<file path="src/rtl/pcp_pkg.sv">
package pcp_pkg;

    localparam logic KIND_WRITE    = 1'b0;
    localparam logic KIND_PARTICLE = 1'b1;

    localparam logic [1:0] COL_EMPTY  = 2'd0;
    localparam logic [1:0] COL_SPHERE = 2'd1;
    localparam logic [1:0] COL_PLANE  = 2'd2;

    localparam logic [1:0] CFG_PARTICLE_RADIUS = 2'd0;
    localparam logic [1:0] CFG_FRICTION        = 2'd1;

    localparam logic [16:0] FRIC_ONE   = 17'd65536;
    localparam int          FRIC_SHIFT = 16;
    localparam logic [63:0] MAG_CLAMP  = 64'd1 << 60;

    typedef enum logic [4:0] {
        S_IDLE,
        S_READ,
        S_CHECK,
        S_MSQ,
        S_SQ,
        S_SPH_TEST,
        S_SQRT,
        S_DIV,
        S_DIV_WAIT,
        S_PL,
        S_PL_TEST,
        S_PUSH,
        S_VN,
        S_NV,
        S_TF,
        S_MWAIT,
        S_NEXT,
        S_FINISH
    } state_t;

    typedef struct packed {
        logic [1:0]         ctype;
        logic signed [31:0] px;
        logic signed [31:0] py;
        logic signed [31:0] pz;
        logic signed [31:0] nx;
        logic signed [31:0] ny;
        logic signed [31:0] nz;
        logic [30:0]        radius;
    } slot_entry_t;

    typedef struct packed {
        logic               start;
        logic               use_frac;
        logic signed [63:0] a;
        logic signed [63:0] b;
    } mul_req_t;

    typedef struct packed {
        logic               done;
        logic [63:0]        prod_sat;
        logic signed [63:0] result;
    } mul_rsp_t;

    function automatic logic signed [31:0] sat32(input logic signed [63:0] v);
        logic signed [31:0] r;
        if (v > 64'sd2147483647) begin
            r = 32'sh7fffffff;
        end
        else if (v < -64'sd2147483648) begin
            r = 32'sh80000000;
        end
        else begin
            r = v[31:0];
        end
        return r;
    endfunction

endpackage

</file>
<file path="src/rtl/pcp_slot_mem.sv">
module pcp_slot_mem
    import pcp_pkg::*;
#(
    parameter int DEPTH = 16,
    parameter int AW    = 4
)
(
    input  logic          clk,
    input  logic          rst_n,
    input  logic          we,
    input  logic [AW-1:0] waddr,
    input  slot_entry_t   wdata,
    input  logic          re,
    input  logic [AW-1:0] raddr,
    output slot_entry_t   rdata
);

    slot_entry_t            entry_mem [DEPTH];
    slot_entry_t            rd_entry_reg;
    logic [DEPTH-1:0]       valid_reg;
    logic                   rd_valid_reg;

    always_ff @(posedge clk)
    begin
        if (we)
        begin
            entry_mem[waddr] <= wdata;
        end
        if (re)
        begin
            rd_entry_reg <= entry_mem[raddr];
        end
    end

    always_ff @(posedge clk or negedge rst_n)
    begin
        if (!rst_n)
        begin
            valid_reg    <= '0;
            rd_valid_reg <= 1'b0;
        end
        else
        begin
            if (we)
            begin
                valid_reg[waddr] <= 1'b1;
            end
            if (re)
            begin
                rd_valid_reg <= valid_reg[raddr];
            end
        end
    end

    // a slot never written reads as empty
    always_comb
    begin
        rdata = rd_entry_reg;
        if (!rd_valid_reg)
        begin
            rdata.ctype = COL_EMPTY;
        end
    end

endmodule

</file>
<file path="config.mk">
export PLATFORM = sky130hd
export DESIGN_NAME = pcp_slot_mem
export DESIGN_NICKNAME = d
export VERILOG_FILES = /design/src/rtl/pcp_pkg.sv /design/src/rtl/pcp_slot_mem.sv
export SDC_FILE = /design/constraint.sdc
export NUM_CORES = 2
export LEC_CHECK = 0
export BUFFER_PORTS_ARGS = -buffer_cell sky130_fd_sc_hd__buf_4
export CAP_MARGIN = 40
export CORE_MARGIN = 2
export CORE_UTILIZATION = 30
export CTS_BUF_LIST = sky130_fd_sc_hd__clkbuf_4 sky130_fd_sc_hd__clkbuf_8
export DETAILED_ROUTE_END_ITERATION = 16
export RECOVER_POWER = 100
export SYNTH_ARGS = -nofsm -noshare
export SYNTH_HDL_FRONTEND = slang
export SYNTH_SLANG_ARGS = --single-unit
</file>
<file path="constraint.sdc">
create_clock -name clk -period 2.2 [get_ports clk]
set_input_delay 0.33 -clock clk [delete_from_list [all_inputs] [get_ports clk]]
set_output_delay 0.33 -clock clk [all_outputs]
set_load 0.01 [all_outputs]
</file>
# Word-level counts from Yosys, hierarchy flattened
# Memory sizes are Yosys's and may differ from the RTL's. A register that Yosys moved wholly into a read port is not among the register bits.
# Cells that the tools add are included.
# totals
regBits	17
latchBits	0
ramBits	3600
rom_bits	0
in_bits	237
output_inout_bits	225
elab_cells	15
mem_count	1
# memory_table
memory	depth	width	read_ports	rd_ports_with_merged_regs	write_ports	line_no	rtl
entry_mem	16	225	1	1	1	pcp_slot_mem.sv:18	slot_entry_t entry_mem [DEPTH];
# op_classes
n_addsub	0
mul	0
div	0
magnitude_cmp	3
n_eq_ne	0
shift	0
n_mux	7
n_bitwise	1
n_reduce_logical	1
# ops
op	count
$or A16 B16 Y16	1
$lt A4 B5 Y1 const B	2
$bmux W1 S4	1
$demux W1 S4	1
$ge A4 B1 Y1 const B	1
$mux W1	4
$mux W2	1
$logic_and A1 B1 Y1	1

# Depth between registers and ports, before layout
# depth
ltp_word	5
ltp_mapped	9
mapped_depth_nobuf	4

# Worst setup path after synthesis
# OpenSTA, ideal clock, no wires.
# synth_timing
kind	input to register
startpoint	in waddr[2]
endpoint	reg valid_reg[0]
setup_ps	164
t_arrival_ps	17336
required_time_ps	2036
setup_slack_ps	-15300
stages	3
n_path_buf	0
cell_sequence	or3b_2 nor3_1 or2_2
# synth_between
elab_chain_len	5
elab_cells_between_ends	6
classes_between	order compare (2); mux (2); bitwise (1); reduce/logical (1)
# synth_rtl
element	line_no	rtl
from (decl)	pcp_slot_mem.sv:11	input logic [AW-1:0] waddr,
$lt A4 B5 Y1 (implied by the code) or $ge A4 B1 Y1 (tied branches)	pcp_slot_mem.sv:46	valid_reg[waddr] <= 1'b1;
$logic_and A1 B1 Y1 (implied by the code)	pcp_slot_mem.sv:46	
$mux W1 (implied by the code)	pcp_slot_mem.sv:46	
$demux W1 S4 *	pcp_slot_mem.sv:46	
$or A16 B16 Y16 (no line) *	--	
to (signal assigned)	pcp_slot_mem.sv:39	valid_reg <= '0;
to (signal, indexed assignment)	pcp_slot_mem.sv:46	
to (decl)	pcp_slot_mem.sv:20	logic [DEPTH-1:0] valid_reg;
# Mark *: on every way between the ends. The rest lies on a longest branch, timed or not.
# A chain may end at the register's enable or synchronous reset.

# Worst setup path after layout
# layout_timing
startpoint	reg, netlist name rdata[214]
endpoint	out rdata[214] (netlist bit)
# layout_lines
element	line_no	rtl
to (decl)	pcp_slot_mem.sv:15	output slot_entry_t rdata
# No word-level cell between the ends.

==> impl_metrics.json <==
{
  "worstSetupEndpointType": "output port",
  "crit_slowest_cell": "edfxtp_1",
  "setup-tns-final_ps": -175860,
  "fp.dieW_um": 698,
  "synth_top_flop_cell": "edfxtp_1",
  "antenna_found_initial": 70,
  "synth_cell_type_count": 23,
  "slew_headroom_pct": 2.44,
  "synth_most_common_cell": "edfxtp_1",
  "cts-root-buf": "clkbuf_8",
  "top_usage_layer": "met2",
  "cts_tree": "yes",
  "core_mm2": 0.479,
  "port_buffers": 461,
  "synth_area_mm2": 0.144,
  "rsz0062_at_grt": "true",
  "ys_top_cells_by_count": "edfxtp_1, mux4_2, buf_4, clkbuf_1, buf_2",
  "slowest_delay_ps": 910,
  "die_h_um": 698,
  "grt_pass1_vias": 72000,
  "viasPerCell": 4.77,
  "fmax_mhz": 375,
  "grt_pass1_wl_mm": 523,
  "async_reset_ff_share_pct": 0.442,
  "worst_slew_pin_slew_ps": 1460,
  "wl_per_cell_um": 25.8,
  "drt_pre_antenna_iters": 5,
  "hold_class": "primary input to flop",
  "pwr_density_cell_mw_per_mm2": 871,
  "clock-sinks": 3842,
  "drive_gt1_share_pct": 37.9,
  "skew_ps": 58.1,
  "cts_made_buffers": 625,
  "yosys_register_bits": 3842,
  "num_vias": 68000,
  "yosys_warnings": 0,
  "grt_use_met2_pct": 24.0,
  "irDropWorstVdd_mv": 0.590,
  "power_w": 0.153,
  "finalSetupViolCount": 1766,
  "gp_congestion": 0.755,
  "seq_area_frac_synth_pct": 79.9,
  "dpl.hpwl_mm": 223,
  "violations": "setup timing",
  "leakage_nw": 56.3,
  "routed_wl_mm": 368,
  "critPathRequiredTime_ps": 1870,
  "hold_ws_ps": 167,
  "cp_num_buf_inv": 1,
  "placed_cell_area_mm2": 0.161,
  "critPathKind": "flop to output port",
  "status": "complete, but fails checks",
  "path_cells": "buf_6",
  "grt_usage_pct": 14.7,
  "synth_top_area_share_pct": 79.6,
  "die_area_mm2": 0.487,
  "clock_latency_ps": 1180,
  "start_util_pct": 30.1,
  "nNetsFinal": 7590,
  "synth_edf_count": 3825,
  "num_rows": 254,
  "largest_reg_flops": 3600,
  "path_max_fanout": 1,
  "fin_area_mm2": 0.176,
  "drv_slew": 0,
  "critPathLaunchType": "flop",
  "synth_nets": 5936,
  "met1_usage_pct": 19.8,
  "layout_setup_ws_ps": -469,
  "cp_top_family": "flip-flops",
  "post-route-drc-count": 0,
  "syn_to_final_growth_pct": 22.0,
  "post-route-min-period_ps": 2670,
  "post-route-period-util_pct": 121,
  "avgSynthCellArea_um2": 25.3,
  "h-tree-depth": 6,
  "io_pins": 462,
  "overflow": 0,
  "path_clk_slew_ps": 60,
  "arrival_ps": 2340,
  "max_cap_violations": 0,
  "synth_area_leader_cell": "edfxtp_1",
  "grt_max_degree": 67,
  "postRouteAntennaNets": 0,
  "grt_use_met3_pct": 3.57,
  "clk_path_buf_depth": 4,
  "final-hold-violation-count": 0,
  "synthCells": 5699,
  "yosys-top-cells-area": "edfxtp_1, mux4_2, buf_4",
  "initialDrtViolationCount": 7470
}
==> per-stage QoR <==
stage               instances  utilization, %  setup WS (ps)
global route            14200            36.8           -559
finish                  14300            36.8           -469
floorplan                5699               -          -4460
detailed placement      12700            33.6           -406
global placement        12700            33.6           -433
CTS                     14200            37.3           -633
==> power by group <==
part / leakage, nW / total (W) / switching [W] / internal, W
combinational: 15.0 / 0.00908 / 0.00464 / 0.00444
clock: 6.43 / 0.0611 / 0.0288 / 0.0323
sequential: 34.9 / 0.0833 / 0.000738 / 0.0825
total: 56.3 / 0.153 / 0.0342 / 0.119
==> kinds of logic (layout without fill, tap and decap cells) <==
group / count (synthesis) / after routing / share of synthesized area, %
multiplexers: 1130 / 1130 / 17.1
flip-flops: 3842 / 3842 / 79.9
AO/OA/AOI/OAI: 126 / 126 / 0.550
buffers and inverters: 496 / 2619 / 2.09
other: 0 / 29 / 0
AND/OR/NAND/NOR: 105 / 105 / 0.429
==> layout make-up <==
type | count | area [um2]
fill | 43200 | 303000
sequential | 3842 | 115000
multi-input combinational | 1361 | 26100
timing repair buffer | 1522 | 14500
clock buffer | 810 | 10000
tap | 6400 | 8010
clock inverter | 286 | 2180
antenna | 29 | 72.6
inverter | 1 | 5.00
==> cell usage in the layout, fill, tap and decap left out, types with 63 or more instances in the layout <==
master	netlist	final
mux2i_1	63	63
clkbuf_8	0	630
a211oi_1	64	64
clkbuf_2	0	104
buf_12	0	162
clkinv_2	0	63
buf_6	19	144
dlygate4sd3_1	0	464
buf_4	241	258
clkinv_1	0	144
mux4_2	1067	1067
clkbuf_4	0	417
edfxtp_1	3825	3825
clkbuf_1	137	131
==> metal layers <==
layer | share of wire [%] | routed length [um] | vias up
met5 | 0.086 | 317 | -
met4 | 2.2 | 8030 | 50
met3 | 8.1 | 29900 | 597
met2 | 48 | 178000 | 2840
met1 | 41 | 152000 | 36500
li1 | - | - | 28000
==> what timing repair did <==
item / 4_1_cts / 5_1_grt
pin swaps: 2 / 1
hold endpoints to repair: 5329 / 0
hold buffers: 465 / 0
setup endpoints to repair: 189 / 106
gates resized for setup: 186 / 0
setup buffers: 0 / 0
==> final timing paths <==
path / depth (start not counted) / slack [ps] / startpoint / to
max in group asynchronous: 3 / 1140 / rst_n / valid_reg[4]
worst min-delay path: 4 / 170 / raddr[0] / rdata[106]
worst min register to register: 1 / 460 / valid_reg[5] / valid_reg[5]
worst max register to register: 5 / 260 / valid_reg[0] / rd_valid_reg
worst max-delay path: 1 / -470 / rdata[214] / rdata[214]
min in group asynchronous: 3 / 510 / rst_n / valid_reg[9]
(Power assumes the default switching activity.)
