**config.mk**
```make
export PLATFORM = sky130hd
export DESIGN_NAME = pcp_mulq
export DESIGN_NICKNAME = d
export VERILOG_FILES = /design/src/rtl/pcp_pkg.sv /design/src/rtl/pcp_mulq.sv
export SDC_FILE = /design/constraint.sdc
export NUM_CORES = 2
export LEC_CHECK = 0
export ABC_AREA = 1
export BUFFER_PORTS_ARGS = -buffer_cell sky130_fd_sc_hd__buf_2
export CELL_PAD_IN_SITES_DETAIL_PLACEMENT = 1
export CELL_PAD_IN_SITES_GLOBAL_PLACEMENT = 1
export CORE_ASPECT_RATIO = 1.75
export CORE_MARGIN = 3
export CORE_UTILIZATION = 52
export CTS_BUF_LIST = sky130_fd_sc_hd__clkbuf_16
export DETAILED_ROUTE_END_ITERATION = 12
export PLACE_DENSITY_LB_ADDON = 0.1
export SLEW_MARGIN = 25
export SYNTH_ARGS = -nofsm -noshare
export SYNTH_HDL_FRONTEND = slang
export SYNTH_SLANG_ARGS = --single-unit
```
**constraint.sdc**
```tcl
create_clock -name clk -period 19.85 [get_ports clk]
set_input_delay 0.9925 -clock clk [delete_from_list [all_inputs] [get_ports clk]]
set_output_delay 0.9925 -clock clk [all_outputs]
set_load 0.05 [all_outputs]
```
**src/rtl/pcp_pkg.sv**
```systemverilog
package pcp_pkg;

    localparam logic KIND_WRITE    = 1'b0;
    localparam logic KIND_PARTICLE = 1'b1;

    localparam logic [1:0] COL_EMPTY  = 2'd0;
    localparam logic [1:0] COL_SPHERE = 2'd1;
    localparam logic [1:0] COL_PLANE  = 2'd2;

    localparam logic [1:0] CFG_PARTICLE_RADIUS = 2'd0;
    localparam logic [1:0] CFG_FRICTION        = 2'd1;

    localparam logic [16:0] FRIC_ONE   = 17'd65536;
    localparam int          FRIC_SHIFT = 16;
    localparam logic [63:0] MAG_CLAMP  = 64'd1 << 60;

    typedef enum logic [4:0] {
        S_IDLE,
        S_READ,
        S_CHECK,
        S_MSQ,
        S_SQ,
        S_SPH_TEST,
        S_SQRT,
        S_DIV,
        S_DIV_WAIT,
        S_PL,
        S_PL_TEST,
        S_PUSH,
        S_VN,
        S_NV,
        S_TF,
        S_MWAIT,
        S_NEXT,
        S_FINISH
    } state_t;

    typedef struct packed {
        logic [1:0]         ctype;
        logic signed [31:0] px;
        logic signed [31:0] py;
        logic signed [31:0] pz;
        logic signed [31:0] nx;
        logic signed [31:0] ny;
        logic signed [31:0] nz;
        logic [30:0]        radius;
    } slot_entry_t;

    typedef struct packed {
        logic               start;
        logic               use_frac;
        logic signed [63:0] a;
        logic signed [63:0] b;
    } mul_req_t;

    typedef struct packed {
        logic               done;
        logic [63:0]        prod_sat;
        logic signed [63:0] result;
    } mul_rsp_t;

    function automatic logic signed [31:0] sat32(input logic signed [63:0] v);
        logic signed [31:0] r;
        if (v > 64'sd2147483647) begin
            r = 32'sh7fffffff;
        end
        else if (v < -64'sd2147483648) begin
            r = 32'sh80000000;
        end
        else begin
            r = v[31:0];
        end
        return r;
    endfunction

endpackage

```
**src/rtl/pcp_mulq.sv**
```systemverilog
module pcp_mulq
    import pcp_pkg::*;
#(
    parameter int FRAC_BITS = 16
)
(
    input  logic     clk,
    input  logic     rst_n,
    input  mul_req_t req,
    output mul_rsp_t rsp
);

    logic               busy_reg;
    logic [2:0]         cnt_reg;
    logic               neg_reg;
    logic               frac_reg;
    logic [63:0]        a_mag_reg;
    logic [63:0]        b_mag_reg;
    logic [63:0]        pp_reg;
    logic [127:0]       acc_reg;
    logic               done_reg;
    logic [63:0]        psat_reg;
    logic signed [63:0] res_reg;

    logic [31:0]        a_half;
    logic [31:0]        b_half;
    logic [1:0]         step;
    logic [127:0]       pp_shifted;
    logic [63:0]        m_sat;
    logic [63:0]        r_round;
    logic [63:0]        r_clamp;

    // partial products: lo*lo, lo*hi, hi*lo, hi*hi
    assign a_half = cnt_reg[1] ? a_mag_reg[63:32] : a_mag_reg[31:0];
    assign b_half = cnt_reg[0] ? b_mag_reg[63:32] : b_mag_reg[31:0];
    assign step   = 2'(cnt_reg - 3'd1);

    always_comb
    begin
        case (step)
            2'd0:    pp_shifted = 128'(pp_reg);
            2'd1:    pp_shifted = 128'(pp_reg) << 32;
            2'd2:    pp_shifted = 128'(pp_reg) << 32;
            default: pp_shifted = 128'(pp_reg) << 64;
        endcase
    end

    assign m_sat = (acc_reg[127:64] != 64'd0) ? {64{1'b1}} : acc_reg[63:0];

    always_comb
    begin
        if (frac_reg)
        begin
            r_round = (m_sat >> FRAC_BITS) + 64'(m_sat[FRAC_BITS-1]);
        end
        else
        begin
            r_round = (m_sat >> FRIC_SHIFT) + 64'(m_sat[FRIC_SHIFT-1]);
        end
        r_clamp = (r_round > MAG_CLAMP) ? MAG_CLAMP : r_round;
    end

    always_ff @(posedge clk or negedge rst_n)
    begin
        if (!rst_n)
        begin
            busy_reg <= 1'b0;
            cnt_reg  <= 3'd0;
            done_reg <= 1'b0;
        end
        else
        begin
            done_reg <= 1'b0;
            if (req.start)
            begin
                busy_reg <= 1'b1;
                cnt_reg  <= 3'd0;
            end
            else if (busy_reg)
            begin
                cnt_reg <= cnt_reg + 3'd1;
                if (cnt_reg == 3'd5)
                begin
                    busy_reg <= 1'b0;
                    done_reg <= 1'b1;
                end
            end
        end
    end

    always_ff @(posedge clk)
    begin
        if (req.start)
        begin
            a_mag_reg <= req.a[63] ? 64'(-req.a) : 64'(req.a);
            b_mag_reg <= req.b[63] ? 64'(-req.b) : 64'(req.b);
            neg_reg   <= req.a[63] ^ req.b[63];
            frac_reg  <= req.use_frac;
            acc_reg   <= '0;
        end
        else if (busy_reg)
        begin
            if (cnt_reg <= 3'd3)
            begin
                pp_reg <= a_half * b_half;
            end
            if (cnt_reg >= 3'd1 && cnt_reg <= 3'd4)
            begin
                acc_reg <= acc_reg + pp_shifted;
            end
            if (cnt_reg == 3'd5)
            begin
                psat_reg <= m_sat;
                res_reg  <= neg_reg ? -$signed(r_clamp) : $signed(r_clamp);
            end
        end
    end

    assign rsp.done     = done_reg;
    assign rsp.prod_sat = psat_reg;
    assign rsp.result   = res_reg;

`ifndef SYNTHESIS
    a_no_restart: assert property (@(posedge clk) disable iff (!rst_n)
        req.start |-> !busy_reg)
        else $error("multiplier started while busy");
`endif

endmodule

```
Word level (Yosys, flattened, before mapping). Cells that the tools add are included.

Bits in registers: 454. Bits in latches: 0. RAM bits: 0. Memory bits (read-only): 0. Input port bits: 132. Output and inout port bits: 129. Word-level logic and storage cells: 54. Memories kept: 0.

$add $sub $neg: 7. Multiply operators: 1. Div/mod/pow operators: 0. $lt $le $gt $ge: 4. Equality and inequality tests: 3. Shifts and indexed selects: 0. Multiplexer cells: 16. Bitwise operators: 2. Reduce and logical (&&, ||, !) cells: 8.

Operator list (count): $pmux W128 S2 (1); $add A128 B128 Y128 (1); $mux W64 (2); $neg A64 Y64 (2); $mux W63 (2); $mul A32 B32 Y64 (1); $mux W32 (2); $neg A61 Y64 (1); $reduce_bool A64 Y1 (1); $gt A49 B61 Y1 const B (1); $mux W61 (1); $add A48 B1 Y49 (1); $mux W1 (6); $mux W3 (2); $reduce_and A3 Y1 (2); $add A3 B1 Y3 const B (1); $eq A3 B3 Y1 const B (1); $ge A3 B1 Y1 const B (1); $le A3 B2 Y1 const B (1); $le A3 B3 Y1 const B (1); $eq A2 B1 Y1 const B (1); $eq A2 B2 Y1 const B (1); $logic_not A2 Y1 (1); $reduce_and A2 Y1 (1); other kinds (6) (6).

Logic depth before layout (Yosys ltp).
Depth in word-level cells: 7. Depth in mapped cells: 36. Depth with buffers taken out: 32.

Worst setup path after synthesis. Ideal clock, no wire load.

Path type: reg-to-reg. Start point: reg cnt_reg[1]. End point: reg psat_reg[0] (enable). Arrival: 10.208 ns. Required time: 19.078 ns. Slack: 8.870 ns. Cell stages (with the launch flop): 8. Buffers on the path: 3. Clock period less this slack: 10.980 ns. Cell sequence: dfrtp_1 clkbuf_1 inv_1 clkbuf_1 ha_1 clkbuf_1 clkinv_1 nor3_1.

Cells in the longest elaborated chain, start to end: 2.

Ends and longest elaborated chain: start: declaration (RTL line pcp_mulq.sv:14) `logic [2:0] cnt_reg;`; start signal: assignment (RTL line pcp_mulq.sv:81) `cnt_reg <= cnt_reg + 3'd1;`; $eq A3 B3 Y1 (RTL line pcp_mulq.sv:111) `if (cnt_reg == 3'd5)`; $reduce_and A3 Y1 (no source line); end signal: assignment (RTL line pcp_mulq.sv:113) `psat_reg <= m_sat;`; end: declaration (RTL line pcp_mulq.sv:22) `logic [63:0] psat_reg;`.

Every way passes these cells. A chain may end at the register's enable or synchronous reset.

Worst setup path in the final report.
Start point: reg cnt_reg[1]. End point: reg pp_reg[57] (data pin).

Cells in the longest elaborated chain, start to end: 2.

Ends and longest elaborated chain: $mux W32 (RTL line pcp_mulq.sv:34) `assign a_half = cnt_reg[1] ? a_mag_reg[63:32] : a_mag_reg[31:0];`; $mul A32 B32 Y64 (RTL line pcp_mulq.sv:105) `pp_reg <= a_half * b_half;`; end signal: assignment (RTL line pcp_mulq.sv:105); end: declaration (RTL line pcp_mulq.sv:19) `logic [63:0] pp_reg;`.

Every way passes these cells.

==> reports/qor.yml <==
status:
  status: "completed"
yosys:
  yosysWarnings: 0
  synth_top_family_by_area: "adder cells"
  ys.flop_type: "edfxtp_1"
  synth_cells: 8859
  synth_compound_area_frac: 0.102
  synth_top_area_share: 0.268
  synth_cell_types: 58
  synthAdderAreaFrac: 0.343
  synth_seq_cells: 454
  synth_top_area_cell: "fa_1"
  synth_area_leaders: "fa_1, edfxtp_1, inv_1"
  synthArstFlopShare: 0.0110
  seq_area_frac_synth: 0.184
  synth_nets: 10288
  netlist_area_mm2: 0.0669
  synthSimpleGateAreaFrac: 0.206
  post_synth.cell_area_avg_um2: 7.55
  synth-edff-count: 321
  synth_xor_area_frac: 0.0412
  synthMuxAreaShare: 0
layout:
  largest_reg_flops: 128
  n_fill_cell: 16165
  area_delta_synth_final_pct: 7.53
  finalNonFillerCells: 10722
  drive_gt1_frac: 0.0727
  fin_nets: 10439
  multi_input_area_mm2: 0.0466
  ff_latch_area_mm2: 0.0123
global_routing:
  grt_pass1_wl_um: 503000
  grt_start_max_net_pins: 97
  grt_pass1_vias: 76574
  antenna_found_initial: 15
  grt_usage: 0.523
  grt_overflow: 0
sta:
  rsz0062_at_grt: "no"
  fin_tns_setup_ns: 0
  fin_crit_sh: 0.566
  skew_ns: 0.0478
  finalCriticalPeriod_ns: 11.24
  fmax_ghz: 0.0890
  slew_violations: 0
  finalHoldViolations: 0
  relSlewSlack: 0.140
  fin_hold_ws_ns: 0.154
  setup_viol: 0
  worstMarginPinSlew_ns: 1.29
critical_path:
  worstPathArrival_ns: 11.67
  r2r_end: "pp_reg[57]"
  r2r_setup_slack_ns: 8.61
  r2r-start: "cnt_reg[1]"
  critPathBufInv: 10
  endpoint_kind: "register"
  cp.required_ns: 20.28
  critPathMaxStageDelay_ns: 0.98
  critPathLaunchType: "register"
  cp_max_fo: 32
  path_common_cell: "fa_1"
  reg2reg_depth: 30
  cp_top_family: "adder cells"
  slowest_stage: "clkinv_1"
  crit_type: "register to register"
clock_tree:
  cts_tree: "yes"
  cts_setup_buffers: 0
  clock_latency_ns: 0.73
  cts_buffer_depth: 3
  root_buffer: "clkbuf_16"
  cts.sinks: 454
  numCtsBuffers: 48
  hold_buffers: 0
  htree_levels: 2
  cts.clk_slew.worst_paths_ns: 0.07
  cts_resized: 0
floorplan:
  chipHeight_um: 481
  io-pin-count: 261
  die-area_mm2: 0.133
  core-area_mm2: 0.127
  rows: 173
  die-width_um: 277
  start_util: 0.525
route:
  wl_per_cell_um: 32.1
  wl_met3_um: 30500
  vias_per_cell: 6.32
  wl_met1_um: 93900
  dr.pass1.iters: 8
  drc: 0
  maxUsedRoutingLayer: "met5"
  wl_met2_um: 161000
  via_count: 67744
  routed_wl_um: 344000
  drt-initial-drc-count: 6089
  ant_nets: 0
flow_run:
  maxCapViolCount: 0
min_path:
  worst_hold_path_type: "primary input to async pin"
placed_design:
  dpl.hpwl_um: 267000
  io_buffers: 259
  place_congestion: 1.09
  dpl.cell_count: 10621
[kinds of logic (layout without fill, tap and decap cells)]
| logic type | Yosys count | in the layout |
|---|---|---|
| AO/OA/AOI/OAI | 1197 | 1197 |
| XOR/XNOR | 315 | 315 |
| adder cells (fa/ha/maj) | 1297 | 1297 |
| buffers and inverters | 2175 | 2366 |
| flip-flops | 454 | 454 |
| other | 0 | 10 |
| AND/OR/NAND/NOR | 3421 | 3421 |
[synthesized netlist by cell type (34+ instances only)]
cell type and instances:
xnor2_1 107, a21oi_1 462, or2_2 74, xor2_1 208, nand4_1 52, clkbuf_1 239
nand3_1 174, inv_1 1874, ha_1 400, nor3_1 71, nor2_2 34, o21ai_1 43
nor2_1 1479, fa_1 897, o211ai_1 54, nand2_1 1469, a31oi_1 63, dfxtp_1 128
edfxtp_1 321, o21ai_0 365
[layer usage]
metal,global-route usage,vias to the layer above
li1,-,27590
met1,0.445,32846
met2,0.860,4577
met3,0.176,2715
met4,0.660,16
met5,0.0105,-
[how the worst max path moves through the flow]
stage | slack, ns | start | cells past startpoint | end
3_3_place_gp | 9.24 | cnt_reg[0] | 33 | pp_reg[54]
6_report | 8.61 | cnt_reg[1] | 30 | pp_reg[57]
4_1_cts | 8.82 | cnt_reg[0] | 30 | pp_reg[61]
5_1_grt | 8.46 | cnt_reg[1] | 32 | pp_reg[57]
3_5_place_dp | 8.95 | cnt_reg[0] | 33 | pp_reg[54]
2_1_floorplan | 8.87 | cnt_reg[1] | 7 | psat_reg[0]
[cell usage in the layout (no fill, tap or decap), types with 52 or more instances in the layout]
cell,instances
buf_2,258
edfxtp_1,321
ha_1,398
a21oi_1,458
o21ai_0,339
a31oi_1,63
nand2_1,1468
nor2_1,1479
xnor2_1,106
or2_2,74
fa_1,897
o211ai_1,54
nand3_1,174
dfxtp_1,128
inv_1,1883
nor3_1,69
xor2_1,208
buf_4,113
nand4_1,52
[worst register-to-register path: cells and delay by family, from the launching register on]
family,cells,cell delay (ns)
buf+inv,10,2.81
fa+ha+maj,8,4.37
compound gates,7,2.36
simple gates,4,0.95
flops,1,0.36
xor+xnor,1,0.14
[final cells by class]
| type | count | share of cell area |
|---|---|---|
| sequential | 454 | 0.171 |
| timing repair buffer | 372 | 0.0299 |
| clock inverter | 42 | 0.00551 |
| multi-input combinational | 6230 | 0.648 |
| antenna | 10 | 0.000348 |
| clock buffer | 48 | 0.0167 |
| inverter | 1904 | 0.0993 |
| tap | 1662 | 0.0289 |
[metrics by stage]
step / setup WS [ns] / utilization / instance area (µm²)
2_1_floorplan: 8.87 / - / 66900
3_3_place_gp: 9.24 / 0.551 / 70300
3_5_place_dp: 8.95 / 0.551 / 70300
4_1_cts: 8.82 / 0.564 / 71900
5_1_grt: 8.46 / 0.564 / 71900
6_report: 8.61 / 0.564 / 72000
Power is left out: the tool's default activity adds up to more than one toggle a clock period on the data nets, which glitch-free logic cannot reach.
