==> src/rtl/pcp_isqrt.sv <==
module pcp_isqrt
(
    input  logic        clk,
    input  logic        rst_n,
    input  logic        start,
    input  logic [63:0] value,
    output logic        done,
    output logic [32:0] root
);

    logic        busy_reg;
    logic        done_reg;
    logic [63:0] v_reg;
    logic [63:0] r_reg;
    logic [63:0] bit_reg;
    logic [63:0] trial;

    assign trial = r_reg + bit_reg;

    always_ff @(posedge clk or negedge rst_n)
    begin
        if (!rst_n)
        begin
            busy_reg <= 1'b0;
            done_reg <= 1'b0;
        end
        else
        begin
            done_reg <= 1'b0;
            if (start)
            begin
                busy_reg <= 1'b1;
            end
            else if (busy_reg && bit_reg[0])
            begin
                busy_reg <= 1'b0;
                done_reg <= 1'b1;
            end
        end
    end

    // one result bit per cycle, two radicand bits per step
    always_ff @(posedge clk)
    begin
        if (start)
        begin
            v_reg   <= value;
            r_reg   <= '0;
            bit_reg <= 64'd1 << 62;
        end
        else if (busy_reg)
        begin
            if (v_reg >= trial)
            begin
                v_reg <= v_reg - trial;
                r_reg <= (r_reg >> 1) + bit_reg;
            end
            else
            begin
                r_reg <= r_reg >> 1;
            end
            bit_reg <= bit_reg >> 2;
        end
    end

    assign done = done_reg;
    assign root = r_reg[32:0];

endmodule

==> config.mk <==
export PLATFORM = sky130hd
export DESIGN_NAME = pcp_isqrt
export DESIGN_NICKNAME = d
export VERILOG_FILES = /design/src/rtl/pcp_isqrt.sv
export SDC_FILE = /design/constraint.sdc
export NUM_CORES = 1
export LEC_CHECK = 0
export BUFFER_PORTS_ARGS = -buffer_cell sky130_fd_sc_hd__buf_2
export CORE_MARGIN = 2
export CORE_UTILIZATION = 60
export CTS_BUF_LIST = sky130_fd_sc_hd__clkbuf_4 sky130_fd_sc_hd__clkbuf_8
export DETAILED_ROUTE_END_ITERATION = 10
export PLACE_DENSITY_LB_ADDON = 0.2
export SLEW_MARGIN = 20
export SYNTH_ARGS = -nofsm -noshare
export SYNTH_HDL_FRONTEND = slang
export SYNTH_SLANG_ARGS = --single-unit
==> constraint.sdc <==
create_clock -name clk -period 8.45 [get_ports clk]
set_clock_uncertainty 0.05 [all_clocks]
set_input_delay 0.845 -clock clk [delete_from_list [all_inputs] [get_ports clk]]
set_output_delay 0.845 -clock clk [all_outputs]
set_load 0.02 [all_outputs]
; ---- Word-level counts from Yosys, hierarchy flattened
; Cells that the tools add are included.
[op_classes]
reduce_logical = 5
addsub = 3
muxes = 8
n_lt_le_gt_ge = 1
[ops]
columns = op, n
row1 = $mux 64, 4
row2 = $add 63x63->64, 1
row3 = $add 64x63->64, 1
row4 = $ge 64x64->1, 1
row5 = $sub 64x64->64, 1
row6 = $reduce_bool 2->1, 3
row7 = $mux 1, 4
row8 = $reduce_and 2->1, 1
row9 = $logic_and 1x1->1, 1
[word_totals]
in_bits = 67
regBits = 162
out_inout_bits = 34
word_cells = 22

; ---- Longest topological paths before layout
; Gate-level depths: netlist of run 1.
[depth]
word_depth = 5
ltp_mapped = 28
depth_no_buf = 25

; ---- Worst setup path before layout of run 1
; Ideal clock, no wire load.
[synth_timing]
kind = register to register
start = reg r_reg[2]
end = reg v_reg[0] (enable)
synth_period_minus_slack_ps = 6529
path_stages_with_launch = 24
path_slack_ps = 1921
path_buffers = 2
setup_ps = 432
required_time_ps = 7968
t_arrival_ps = 6046
path_cell_list = dfxtp_1 ha_1 a31o_2 a31oi_1 o21ai_2 a21oi_1 o31ai_4 a21oi_1 o31ai_2 a21o_1 a21oi_1 o21bai_1 xnor2_1 ha_1 clkbuf_1 nand4_1 nor3_1 nand4_1 o31ai_1 a221oi_1 o41ai_1 buf_2 nand2_1 nand2b_1
[synth_via]
elab_chain_len = 4
[synth_rtl]
columns = item, line_no
row1 = from (decl), 14  ; logic [63:0] r_reg;
row2 = from (signal assigned), 56  ; r_reg <= (r_reg >> 1) + bit_reg;
row3 = from (signal assigned), 60  ; r_reg <= r_reg >> 1;
row4 = $add 64x63->64, 18  ; assign trial = r_reg + bit_reg;
row5 = $ge 64x64->1, 53  ; if (v_reg >= trial)
row6 = $reduce_bool 2->1 (no source line), -
row7 = $reduce_and 2->1 (no source line), -
row8 = to (signal assigned), 47  ; v_reg <= value;
row9 = to (signal assigned), 55  ; v_reg <= v_reg - trial;
row10 = to (decl), 13  ; logic [63:0] v_reg;
; Every way passes these cells.
; A chain may end at the register's enable or synchronous reset.

; ---- Worst setup path after layout of run 1
[layout_timing]
start = reg r_reg[2]
end = reg r_reg[17]
[layout_via]
elab_chain_len = 3
elab_cells_between_ends = 4
cone_classes = 2 x add/sub / 1 x order compare / 1 x mux
[layout_rtl]
columns = item, line_no
row1 = $add 64x63->64, 18
row2 = $ge 64x64->1, 53
row3 = $mux 64 (*), 53
; Mark *: on every way between the ends. The rest lies on a longest branch, timed or not.

==> results of run 1 <==
Yosys cell counts (all sizes together) (6+ instances only):
| cell type | instances | share of area (%) |
|---|---|---|
| o21ai | 167 | 5.7 |
| o31ai | 13 | 0.77 |
| nor4 | 13 | 0.58 |
| a311oi | 23 | 1.4 |
| nor2 | 204 | 5.1 |
| xor2 | 84 | 4.9 |
| nand3 | 23 | 0.76 |
| o22ai | 9 | 0.37 |
| or3 | 20 | 0.83 |
| nor2b | 32 | 1.3 |
| nand2 | 217 | 5.4 |
| inv | 32 | 0.80 |
| a21o | 56 | 2.8 |
| mux2i | 38 | 2.5 |
| a211oi | 29 | 1.5 |
| xnor2 | 68 | 3.9 |
| dfxtp | 96 | 13 |
| nand2b | 11 | 0.46 |
| edfxtp | 64 | 13 |
| nand4 | 37 | 1.5 |
| and4 | 6 | 0.36 |
| and3 | 17 | 0.70 |
| o21a | 9 | 0.45 |
| a31o | 10 | 0.58 |
| o21bai | 42 | 2.1 |
| and2 | 13 | 0.55 |
| a21boi | 13 | 0.65 |
| nor3 | 23 | 0.80 |
| buf | 55 | 2.5 |
| ha | 130 | 11 |
| a31oi | 56 | 2.3 |
| a21oi | 127 | 4.4 |
| clkbuf | 78 | 1.9 |
| o211ai | 8 | 0.40 |
worst max-delay path: stages, from the launching register on:
cell and delay (ps):
dfxtp_1 440, ha_1 310, a31o_2 270, a31oi_1 350, o21ai_2 190, a21oi_1 500, o31ai_4 160, a21oi_1 390
o31ai_2 170, a21o_1 210, a21oi_1 340, o21bai_1 130, xnor2_1 150, ha_1 360, a21oi_1 340, o21bai_1 120
a21oi_1 180, o21ai_0 120, a221oi_1 470, o41a_4 690, buf_4 330, a21oi_1 70, xnor2_1 130, a211oi_1 250
cell families after synthesis:
logic type	share of synthesized area [%]
DFF	25.8
adders and majority gates	10.9
xor gates and xnor gates	8.81
and+or+nand+nor	19.0
AOI/OAI and AO/OA	27.4
muxes	2.82
buffers and inverters	5.26
path summary, 6_finish.rpt:
| kind | startpoint | cells past startpoint | to | slack [ps] |
|---|---|---|---|---|
| worst max-delay path | r_reg[2] | 23 | r_reg[17] | 1570 |
| worst min-delay path | rst_n | 1 | busy_reg | 80 |
| worst max register to register | r_reg[2] | 23 | r_reg[17] | 1570 |
| worst min register to register | r_reg[0] | 2 | r_reg[0] | 460 |
| max in group asynchronous | rst_n | 1 | busy_reg | 8170 |
| min in group clk | r_reg[0] | 2 | r_reg[0] | 460 |
per-stage QoR:
stage	power, W	setup slack [ps]
2_1_floorplan	0.00380	1920
3_3_place_gp	0.00444	1690
6_report	0.00520	1570
4_1_cts	0.00513	1440
5_1_grt	0.00557	1080
3_5_place_dp	0.00450	1510
layer usage:
metal  GRT usage, %  routed length, um  vias to the layer above  share of wire, %
li1               -                  -                     6996                 -
met1           40.3              18200                     6573                45
met2           51.9              18900                      487                47
met3           4.86               2550                       53               6.4
met4           7.36                586                        0               1.5
met5              0                  0                        -                 0
placed cells by master (no fill, tap or decap), types with 7 or more instances in the layout:
cell type,instances
inv_1,32
nand4_1,37
nor4_1,12
edfxtp_1,64
nor3_1,22
a21oi_1,122
and3_1,17
o31ai_1,11
o21ai_0,154
nand2_1,217
a211oi_1,27
nor2_1,203
a31o_2,10
nand3_1,23
a21o_1,56
o21bai_1,42
o211ai_1,8
buf_2,99
and2_1,11
a311oi_1,22
xnor2_1,68
o21ai_1,7
buf_4,7
dfxtp_1,96
o22ai_1,9
clkbuf_8,18
a31oi_1,56
nor2b_1,32
nand2b_1,10
mux2i_1,38
a21boi_0,11
xor2_1,84
ha_1,130
or3_1,20
o21a_1,9
report_power, final:
group | leakage (nW) | internal [W] | switching (W)
clock network | 0.202 | 0.000280 | 0.000336
registers | 1.47 | 0.00112 | 0.000167
logic | 4.84 | 0.00126 | 0.00203
layout make-up:
class | count | area (um^2)
Tap cell | 330 | 413
Multi-Input combinational cell | 1576 | 10400
Clock inverter | 13 | 150
Fill cell | 2246 | 9110
Clock buffer | 19 | 255
Inverter | 33 | 124
Timing Repair Buffer | 108 | 579
Sequential cell | 162 | 3900
==> flow_summary_export.csv, run 1 <==
group,metric,value,unit
run_status,status,"completed",
place,gp_congestion,0.963,
place,dp.cells,2209,
routing,vias_per_cell,6.30,
routing,routed_wirelength,40.2,mm
floorplanning,floorplan.rows,58,
worst_setup_path,cp-end-kind,"register",
clock_network,htreeDepth,4,
global_route,antenna_found_initial,0,
clock_network,postCtsHoldBufs,0,
finish,nets,2096,
clock_network,max-clock-path-buffers,2,
yosys,ys_seq_elements,162,
sta,slew_headroom,33.5,%
global_route,grt_first_pass_wirelength,65.3,mm
clock_network,cts_tree,"done",
finish,area_growth,4.97,%
yosys,synth_warnings,0,
sta,slew_violations,0,
sta,hold_viol_final,0,
routing,wl_per_cell,17.9,um
finish,finish.utilization,63.5,%
worst_setup_path,startpoint_type,"register",
finish,drive_above_1_share,10.0,%
worst_setup_path,cp_max_fo,65,
yosys,async_flop_share,1.23,%
yosys,ys_seq_area_share,25.8,%
clock_network,clk_latency,490,ps
routing,ant_nets,0,
finish,final_cell_area,0.0159,mm^2
yosys,syn_nets,2102,
sta,period_share,81.4,%
yosys,avgSynthCellArea,7.93,um^2
clock_network,cts-root-buf,"clkbuf_8",
yosys,netlist_area,0.0151,mm^2
routing,drt_pass1_iterations,6,
routing,drcViolationCount,0,
finish,fin_cells,2241,
clock_network,post_cts_buffers,0,
power_and_ir_drop,power_density,328,mW/mm^2
floorplanning,core,0.0250,mm^2
sta,grt_setup_unrepaired,"no",
floorplanning,fp.dieW,163,um
routing,drtIter0Drc,1294,
yosys,synth_cell_types,89,
global_route,grt-ovfl-total,0,
clock_network,numCtsBuffers,17,
sta,max_freq,0.145,GHz
floorplanning,start_util,60.5,%
floorplanning,ios,101,
floorplanning,die_h,163,um
place,portBuffers,100,
yosys,synth_ff_type,"dfxtp_1",
flow_run,drv_cap,0,
worst_setup_path,worstPathRequired,8790,ps
place,dpl_cell_area,0.0154,mm^2
power_and_ir_drop,ir_drop,273,uV
sta,finalSetupTns,0,ps
place,dp_hpwl,30.0,mm
sta,setup_viol,0,
clock_network,clk_pin_slew,90,ps
floorplanning,dieArea,0.0265,mm^2
power_and_ir_drop,p_leak,6.51,nW
sta,layout_min_cycle_time,6880,ps
worst_hold_path,hp-class,"in -> async",
global_route,grt_max_degree,89,
yosys,syn_inst,1904,
global_route,grt_use_total,30.4,%
clock_network,ctsResizeCount,0,
yosys,synth_edf_count,64,
worst_setup_path,crit_type,"reg -> reg",
worst_setup_path,arrival,7210,ps
global_route,grt_pass1_vias,13100,
sta,worstMarginPinSlew,973,ps
routing,vias,14100,
finish,antenna_cells,0,
clock_network,clock-sinks,162,
sta,hold_slack,78.0,ps
Note: power is estimated with default switching activity, not from simulation.
==> run 2, diff against run 1 <==
Clock period 8.45 ns to 6.7 ns, I/O delays scaled along.
==> run 2 against run 1 <==
Effect of this change:
- cell count increased by 0.58%
- first-iteration DRC count decreased by 18%
- die area unchanged
- global-route usage about the same
- via count increased by 0.47%
- routed wire length increased by 0.26%
- sequential share of layout area decreased by 0.20 points
- critical path depth unchanged
- maximum frequency increased by 9.9%
- setup slack got worse by 1100 ps
- register-to-register slack got worse by 1100 ps
- critical endpoint is now r_reg[3]
- largest power group unchanged
==> flow_summary_export.csv, run 2 (same netlist as run 1, synthesis figures left out) <==
group,metric,value,unit
floorplanning,fp.dieW,163,um
clock_network,cts_tree,"done",
worst_setup_path,rrSetupSlack,440,ps
place,gp_congestion,0.979,
floorplanning,core,0.0250,mm^2
place,portBuffers,100,
worst_setup_path,arrival,6590,ps
worst_hold_path,hp-class,"in -> reg",
finish,fin_cells,2254,
worst_hold_path,min_path_cells,3,
worst_setup_path,slowest_stage,"dfxtp_1",
finish,final_cell_mix,"nand2_1, nor2_1, o21ai_0",
sta,setup_viol,0,
power_and_ir_drop,power_density,411,mW/mm^2
global_route,grt_use_total,30.4,%
worst_setup_path,r2r_cells,23,
finish,nFillCells,2251,
floorplanning,die_h,163,um
worst_setup_path,cp_cell_sequence,"ha_1, a31o_2, a31oi_1, o21ai_2, a21oi_2, o31ai_4, a21oi_1, o31ai_2, a21o_1, a21oi_1, xor2_1, ha_1, and3_1, nand2_1, nor3_1, nand4_1, o31ai_1, a221oi_1, o41a_2, buf_12, buf_4, or3_1, a311oi_1",
worst_hold_path,min_from,"value[29]",
worst_setup_path,worstPathRequired,7030,ps
floorplanning,floorplan.rows,58,
power_and_ir_drop,power_frac_comb,64.5,%
sta,max_freq,0.160,GHz
floorplanning,ios,101,
finish,antenna_cells,0,
clock_network,clock-sinks,162,
place,dp_hpwl,30.3,mm
clock_network,max-clock-path-buffers,2,
worst_setup_path,r2r-start,"r_reg[2]",
clock_network,htreeDepth,4,
worst_setup_path,crit_type,"reg -> reg",
power_and_ir_drop,total_power,0.00658,W
place,pre_cts_ws,391,ps
routing,wl_per_cell,17.9,um
worst_hold_path,holdPathEnd,"v_reg[29]",
worst_setup_path,r2r_end,"r_reg[3]",
sta,worstMarginPinSlew,956,ps
routing,drt_pass1_iterations,6,
finish,layout.cells.most_common,"nand2_1",
place,dp.cells,2221,
flow_run,drv_cap,0,
finish,nets,2109,
global_route,grt_pass1_vias,13500,
routing,ant_nets,0,
power_and_ir_drop,p_sw,0.00318,W
finish,finish.utilization,64.1,%
finish,drive_above_1_share,10.8,%
clock_network,cts-root-buf,"clkbuf_8",
clock_network,clk_pin_slew,100,ps
worst_setup_path,crit_family,"compound AO/OA/AOI/OAI gates",
routing,drcViolationCount,0,
worst_setup_path,cp_num_buf_inv,2,
power_and_ir_drop,seq_power_share,24.6,%
sta,slew_violations,0,
power_and_ir_drop,p_leak,6.60,nW
worst_setup_path,startpoint_type,"register",
floorplanning,start_util,60.5,%
clock_network,post_cts_buffers,0,
sta,slew_headroom,35.9,%
routing,vias,14200,
sta,layout_min_cycle_time,6260,ps
sta,finalSetupTns,0,ps
floorplanning,dieArea,0.0265,mm^2
finish,area_growth,5.88,%
global_route,antenna_found_initial,0,
global_route,grt_max_degree,130,
sta,grt_setup_unrepaired,"no",
worst_setup_path,cp_max_fo,40,
worst_setup_path,cp-end-kind,"register",
routing,routed_wirelength,40.3,mm
sta,worst_slack,441,ps
worst_setup_path,critPathMaxStageDelay,450,ps
sta,hold_viol_final,0,
power_and_ir_drop,internal_power,0.00340,W
power_and_ir_drop,swShare,48.3,%
power_and_ir_drop,ir_drop,300,uV
sta,period_share,93.4,%
global_route,grt-ovfl-total,0,
power_and_ir_drop,p_clk_share,10.9,%
routing,vias_per_cell,6.29,
routing,drtIter0Drc,1066,
clock_network,numCtsBuffers,17,
global_route,grt_first_pass_wirelength,65.7,mm
run_status,status,"completed",
clock_network,clk_latency,480,ps
[run 2: cell types whose count changed in the layout (fill, tap and decap cells not counted), moves of 2 or more]
cell	delta
clkbuf_4	+3
a21oi_1	-2
inv_8	-2
a21oi_2	+2
clkinv_2	+2
buf_12	+5
clkinvlp_4	+2
inv_6	-4
buf_4	+7
[run 2: power by group through the flow]
stage	clock, W	sequential (W)	combinational (W)
2_1_floorplan	0	0.00155	0.00324
3_3_place_gp	0	0.00163	0.00408
3_5_place_dp	0	0.00163	0.00416
4_1_cts	0.000717	0.00161	0.00418
5_1_grt	0.000753	0.00165	0.00470
6_report	0.000714	0.00162	0.00424
[run 2: what timing repair did]
item / in CTS / in global routing
endpoints found under the hold margin: 2 / 0
endpoints found under the setup margin: 0 / 105
gates resized for setup: 0 / 6
hold buffers: 1 / 0
[run 2: area by class of cell]
type,count,area (um^2),area share (%)
clock buffer,22,278,1.74
clock inverter,10,87.6,0.548
inverter,33,124,0.774
multi-input combinational,1576,10500,65.3
sequential,162,3900,24.4
tap,330,413,2.58
timing repair buffer,121,742,4.64
[run 2: worst reg2reg max path, delay by kind of cell (launching register included)]
| family | cells | cell delay [ps] |
|---|---|---|
| AOI/OAI and AO/OA | 13 | 3220 |
| and+or+nand+nor | 5 | 1160 |
| adders and majority gates | 2 | 720 |
| DFF | 1 | 450 |
| buffers and inverters | 2 | 420 |
| xor gates and xnor gates | 1 | 160 |
[run 2: metal layers]
layer / up-vias / global-route usage [%] / share of wire, %
li1: 7003 / - / -
met1: 6584 / 39.3 / 43
met2: 502 / 50.8 / 46
met3: 87 / 4.86 / 6.9
met4: 0 / 12.2 / 3.4
met5: - / 0 / 0
[run 2: through the flow]
stage	instance area, um^2	hold slack [ps]
floorplan	15100	324
global placement	15600	405
detailed placement	15600	405
CTS	16000	402
global route	16000	419
finish	16000	415
[run 2: worst max path at each step]
stage,startpoint,to,slack [ps],cells after the start
2_1_floorplan,r_reg[2],v_reg[0],170,23
3_3_place_gp,r_reg[2],r_reg[17],590,24
3_5_place_dp,bit_reg[0],r_reg[3],390,26
4_1_cts,r_reg[20],r_reg[3],340,25
5_1_grt,r_reg[2],r_reg[17],30,24
6_report,r_reg[2],r_reg[3],440,23
